===== src/rtl/vcv_pkg.sv =====
// Shared constants, types and tables for the view cone visibility test.
package vcv_pkg;

  localparam int FRAC_BITS    = 16;
  localparam int CORDIC_STEPS = 20;

  // Angle word: enough for 270 degrees with FRAC_BITS fraction bits, plus sign.
  localparam int ANG_W  = FRAC_BITS + 11;
  // CORDIC datapath: 32-bit magnitudes scaled by 2^24, growth and sign.
  localparam int CRD_W  = 60;
  // Depth of the front-to-back queue.
  localparam int Q_DEPTH = 4;
  localparam int Q_AW    = $clog2(Q_DEPTH);

  localparam logic [30:0] SD_RESET  = 31'd6553600;
  localparam logic [15:0] FOV_RESET = 16'd11520;

  // Configuration register indexes.
  localparam logic [0:0] REG_SIGHT_DISTANCE = 1'b0;
  localparam logic [0:0] REG_FOV_DEGREES    = 1'b1;

  // Reason codes.
  localparam logic [1:0] RSN_OUT_OF_RANGE = 2'd0;
  localparam logic [1:0] RSN_OVERLAP      = 2'd1;
  localparam logic [1:0] RSN_IN_CONE      = 2'd2;
  localparam logic [1:0] RSN_OUT_CONE     = 2'd3;

  typedef struct packed {
    logic signed [31:0] obs_x;
    logic signed [31:0] obs_y;
    logic signed [31:0] obs_z;
    logic signed [31:0] look_x;
    logic signed [31:0] look_y;
    logic signed [31:0] look_z;
    logic signed [31:0] tgt_x;
    logic signed [31:0] tgt_y;
    logic signed [31:0] tgt_z;
    logic [30:0]        obs_radius;
    logic [30:0]        tgt_radius;
  } vcv_in_t;

  typedef struct packed {
    logic       visible;
    logic [1:0] reason;
  } vcv_out_t;

  // Item handed from front to back: either decided, or a pending cone test.
  typedef struct packed {
    logic                     decided;
    vcv_out_t                 res;
    logic                     look_zero;
    logic signed [15:0]       l0, l1, l2;
    logic signed [15:0]       d0, d1, d2;
  } vcv_task_t;

  // CORDIC step angles in degrees, FRAC_BITS fraction bits, rounded.
  function automatic logic signed [ANG_W-1:0] step_angle(input int i);
    logic [63:0] s;
    logic [63:0] t;
    logic [63:0] r32;
    logic [63:0] p;
    int          k;
    int          e;
    int          sh;
    s  = 64'd0;
    k  = 0;
    e  = i;
    sh = 56 - FRAC_BITS;
    if (i == 0) begin
      return ANG_W'(45 <<< FRAC_BITS);
    end
    while (e <= 60) begin
      t = (64'd1 << (60 - e)) / 64'(2 * k + 1);
      if (k % 2 == 1) s = s - t;
      else s = s + t;
      k = k + 1;
      e = e + 2 * i;
    end
    r32 = (s + (64'd1 << 27)) >> 28;
    p   = r32 * 64'd961263669;
    return ANG_W'((p + (64'd1 << (sh - 1))) >> sh);
  endfunction

endpackage


===== src/rtl/vcv_queue.sv =====
// Short FIFO between the front and back parts.
module vcv_queue (
  input  logic                clk,
  input  logic                rst_n,
  input  logic                w_valid,
  output logic                w_ready,
  input  vcv_pkg::vcv_task_t  w_data,
  output logic                r_valid,
  input  logic                r_ready,
  output vcv_pkg::vcv_task_t  r_data
);

  vcv_pkg::vcv_task_t            mem_r [vcv_pkg::Q_DEPTH];
  logic [vcv_pkg::Q_AW-1:0]      wp_r, rp_r;
  logic [vcv_pkg::Q_AW:0]        cnt_r;
  logic                          wr, rd;

  assign w_ready = cnt_r != (vcv_pkg::Q_AW+1)'(vcv_pkg::Q_DEPTH);
  assign r_valid = cnt_r != '0;
  assign r_data  = mem_r[rp_r];
  assign wr      = w_valid && w_ready;
  assign rd      = r_valid && r_ready;

  always_ff @(posedge clk) begin
    if (wr) mem_r[wp_r] <= w_data;
  end

  always_ff @(posedge clk) begin
    if (!rst_n) begin
      wp_r  <= '0;
      rp_r  <= '0;
      cnt_r <= '0;
    end else begin
      if (wr) wp_r <= wp_r + 1'b1;
      if (rd) rp_r <= rp_r + 1'b1;
      cnt_r <= cnt_r + (vcv_pkg::Q_AW+1)'(wr) - (vcv_pkg::Q_AW+1)'(rd);
    end
  end

endmodule


===== config.mk =====
export PLATFORM = sky130hd
export DESIGN_NAME = vcv_queue
export DESIGN_NICKNAME = d
export VERILOG_FILES = /design/src/rtl/vcv_pkg.sv /design/src/rtl/vcv_queue.sv
export SDC_FILE = /design/constraint.sdc
export NUM_CORES = 1
export LEC_CHECK = 0
export ABC_AREA = 1
export ABC_CLOCK_PERIOD_IN_PS = 7000
export BUFFER_PORTS_ARGS = -buffer_cell sky130_fd_sc_hd__buf_2
export CAP_MARGIN = 5
export CORE_MARGIN = 2
export CORE_UTILIZATION = 25
export CTS_CLUSTER_SIZE = 14
export DETAILED_ROUTE_END_ITERATION = 10
export SLEW_MARGIN = 20
export SYNTH_ARGS = -nofsm -noshare
export SYNTH_HDL_FRONTEND = slang
export SYNTH_SLANG_ARGS = --single-unit

===== constraint.sdc =====
create_clock -name clk -period 7 [get_ports clk]
set_input_delay 1.4 -clock clk [delete_from_list [all_inputs] [get_ports clk]]
set_output_delay 1.4 -clock clk [all_outputs]
set_load 0.01 [all_outputs]

# Word level (Yosys, flattened, before mapping)
# Memories as Yosys holds them, arrays and structs flattened. A register that Yosys moved wholly into a read port is not among the register bits.
# Index checks and enable logic that the tools add are counted.
[word_totals] regBits=7 mem_bits_rw=404 n_memories=1
[mem_list] name="mem_r" depth=4 word_bits=101 read_ports=1 rd_clocked_by_memory_dff=1 write_ports=1 line="vcv_queue.sv:13" text="vcv_pkg::vcv_task_t mem_r [vcv_pkg::Q_DEPTH];"
[op_classes] n_addsub=4 eq_ne=1 n_mux=4 n_reduce_logical=3
[op_table] op="$add 2x1->2 const B" n=2
[op_table] op="$mux 2" n=2
[op_table] op="$add 3x1->3" n=1
[op_table] op="$ne 3x3->1 const B" n=1
[op_table] op="$reduce_bool 3->1" n=1
[op_table] op="$sub 3x1->3" n=1
[op_table] op="$logic_and 1x1->1" n=2
[op_table] op="$mux 1" n=2

# Logic depth before layout (Yosys ltp)
[depth] ltp_word=4 mapped_depth=10 mapped_depth_nobuf=10

# Worst setup path before layout
# Ideal clock, no wire load.
[synth_timing] path_kind="in2reg" from="input w_valid" to="memory mem_r[0][0] in the netlist's numbering (enable)" arrival_time_ps=5726 setup_slack_ps=712 stages=2 path_cell_list="nand2_1 > nor2_1"
[synth_between] elab_chain_cells=3
[synth_lines] item="start: declaration" line="vcv_queue.sv:5" text="input logic w_valid,"
[synth_lines] item="$logic_and 1x1->1" line="vcv_queue.sv:21" text="assign wr = w_valid && w_ready;"
[synth_lines] item="$mux 1" line="vcv_queue.sv:25" text="if (wr) mem_r[wp_r] <= w_data;"
[synth_lines] item="$mux 1 (not written as such)" line="vcv_queue.sv:25"
[synth_lines] item="end: declaration" line="vcv_queue.sv:13"
# No other way between the ends.

==> out/qor.yml <==
setup_path:
  slowest_delay_ps: 750
  critical_path_class: "register to primary output"
  critPathBufInv: 3
  endpoint_kind: "primary output"
  slowest_stage: "buf_4"
  crit_chain: "clkinv_2 -> buf_4 -> o21ai_0 -> o22ai_2 -> buf_2"
  critPathRequiredTime_ps: 5600
  critPathMaxFanout: 64
  crit_path_start_kind: "register"
  path_delay_family: "buffers and inverters"
  critical_path_arrival_ps: 2880
routing:
  drt-total-wl_mm: 36.30
  drc: 0
  routedWlPerCell_um: 16.98
  postRouteAntennaNets: 0
  drt_iter0_drc: 499
  dr.pass1.iters: 7
  vias: 9338
  vias_per_cell: 4.368
synthesis:
  yosysMostFrequentCell: "edfxtp_1"
  synth-simple-area-share_pct: 6.570
  synth-edff-count: 404
  yosysUniqueCellTypes: 21
  syn_area_mm2: 0.01624
  synth_fa_ha_area_share_pct: 0.5854
  synthTopCellsByArea: "edfxtp_1, o22ai_2, o21ai_0"
  synth_top_flop_cell: "edfxtp_1"
  syn_avg_cell_area_um2: 15.59
  async_flop_share_pct: 0
  yosysWarnings: 0
  synthMuxAreaShare_pct: 0
  netlist.area_leader.share_pct: 74.68
  synth_xor_area_share_pct: 0
  synth-compound-area-share_pct: 13.44
  yosys-top-cells-count: "edfxtp_1, nor2_1, o21ai_0"
  seq_area_frac_synth_pct: 75.79
  ys_seq_elements: 413
  synth_top_family_by_area: "compound AO/OA/AOI/OAI gates"
  syn_nets: 1154
  syn-instance-count: 1042
  synth_top_cell_by_area: "edfxtp_1"
sta:
  fin_crit_sh_pct: 61.12
  fmax_mhz: 233.7
  rsz0062_at_grt: "no"
  slew_headroom_pct: 36.87
  fin_crit_ps: 4279
  tns_ps: 0
  finalMaxSlewViolations: 0
  finalClockSkew_ps: 11.87
  tightestPinTransition_ps: 947.0
  finalSetupViolations: 0
  setup_ws_ps: 2721
  hold_viol: 0
cts:
  htree_num_levels: 2
  clock_latency_ps: 550
  hold_buffers: 0
  clock_path_buffers: 3
  cts_made_buffers: 47
  clk_pin_slew_ps: 60
  cts_resized: 0
  cts_tree: "done"
  cts_sinks: 413
  cts-root-buf: "clkbuf_16"
  cts_setup_buffers: 0
power:
  internal-power_w: 0.004965
  clkPwrFrac_pct: 32.9
  power_per_cell_area_mw_per_mm2: 362.3
  switching_power_w: 0.002108
  vdd_drop_max_v: 0.0002258
  p_leak_nw: 6.575
  seq_power_share_pct: 43.8
  pwr-share-comb_pct: 23.3
  switching_share_pct: 29.81
placement:
  dp_hpwl_mm: 19.82
  routabilityCongestion: 0.7075
  dp_slack_ps: 3191
  io_buffers: 207
grt:
  grt_usage_pct: 10.50
  grt_overflow: 0
  grt_pass1_wl_mm: 54.43
  grt_max_degree: 203
  grt_antenna_before_repair: 5
  grt_pass1_vias: 9372
finish:
  drive_gt1_share_pct: 35.34
  final_util_pct: 30.34
  fin_nets: 1359
  syn2layout_area_growth_pct: 20.17
status:
  run_status: "completed"
die:
  io_pins: 208
  row_count: 93
  die-area_mm2: 0.06703
  die_w_um: 258.9
  core_area_mm2: 0.06435
  die_h_um: 258.9
  initial_utilization_pct: 25.24
min_path:
  min_path_type: "register to register"
run:
  drv_cap: 0
==> layer usage <==
layer | track usage [%] | wire [um] | up-vias
li1 | - | - | 4356
met2 | 17.42 | 17400 | 219
met3 | 3.486 | 2682 | 61
met4 | 2.954 | 719 | 10
met1 | 13.05 | 15430 | 4692
met5 | 0 | 59 | -
==> tightest hold or removal path, delay by kind of cell, from the launching register on <==
| family | cells | cell delay, ps |
|---|---|---|
| simple gates | 1 | 80 |
| flops | 1 | 330 |
| compound gates | 1 | 60 |
==> area by class of cell <==
| type | count | area (um2) |
|---|---|---|
| antenna | 1 | 2.502 |
| multi-input combinational | 547 | 3376 |
| clock buffer | 58 | 1260 |
| tap | 855 | 1070 |
| inverter | 16 | 66.31 |
| sequential | 413 | 12320 |
| clock inverter | 26 | 214.0 |
| timing repair buffer | 222 | 1214 |
| fill | 6336 | 44830 |
==> state kept, by name (all words and copies together) (netlist names), named ones only <==
register  count
mem_r       404
wp_r          2
rp_r          2
cnt_r         3
==> power by group through the flow <==
stage                     clock, W  sequential [W]  combinational, W
after floorplan                  0         0.00316           0.00115
final                      0.00233         0.00309           0.00165
after global routing       0.00250         0.00312           0.00183
after detailed placement         0         0.00315           0.00168
after CTS                  0.00242         0.00310           0.00168
after global placement           0         0.00314           0.00165
==> stage by stage <==
stage	power (W)	cell area, um2	instances	hold WS [ps]
after floorplan	0.004314	16240	1042	448.1
after global placement	0.004791	17990	2051	464.6
after detailed placement	0.004825	17990	2051	477.3
after CTS	0.007194	19460	2135	493.9
after global routing	0.007445	19520	2137	525.9
final	0.007073	19520	2138	497.4
==> path summary, 6_finish.rpt <==
path                            startpoint            to  slack (ps)  depth (start not counted)
worst max-delay path              register    r_data[92]        2720                          5
worst min-delay path               rp_r[0]       rp_r[0]         500                          2
worst max register to register    cnt_r[1]  mem_r[2][48]        4570                          5
worst min register to register     rp_r[0]       rp_r[0]         500                          2
==> placed cells by master, fill, tap and decap left out <==
| cell | n |
|---|---|
| a21boi_0 | 2 |
| a21oi_1 | 4 |
| buf_12 | 2 |
| buf_16 | 2 |
| buf_2 | 207 |
| buf_4 | 11 |
| bufinv_16 | 3 |
| clkbuf_1 | 9 |
| clkbuf_16 | 49 |
| clkinv_1 | 12 |
| clkinv_2 | 5 |
| clkinv_4 | 1 |
| clkinvlp_4 | 2 |
| dfxtp_1 | 7 |
| dfxtp_4 | 2 |
| diode_2 | 1 |
| edfxtp_1 | 404 |
| fa_1 | 1 |
| ha_1 | 6 |
| inv_1 | 14 |
| inv_6 | 5 |
| nand2_1 | 13 |
| nand3_1 | 3 |
| nor2_1 | 130 |
| nor2_2 | 80 |
| nor2_4 | 4 |
| o21ai_0 | 121 |
| o21ai_1 | 82 |
| o22ai_1 | 21 |
| o22ai_2 | 80 |
==> kinds of logic (layout without fill, tap and decap cells) <==
family | count (synthesis) | in the layout
compound gates | 310 | 310
simple gates | 230 | 230
other cells | 0 | 1
buf+inv | 82 | 322
fa+ha+maj | 7 | 7
flops | 413 | 413
Power figures use the tool's default switching activity.
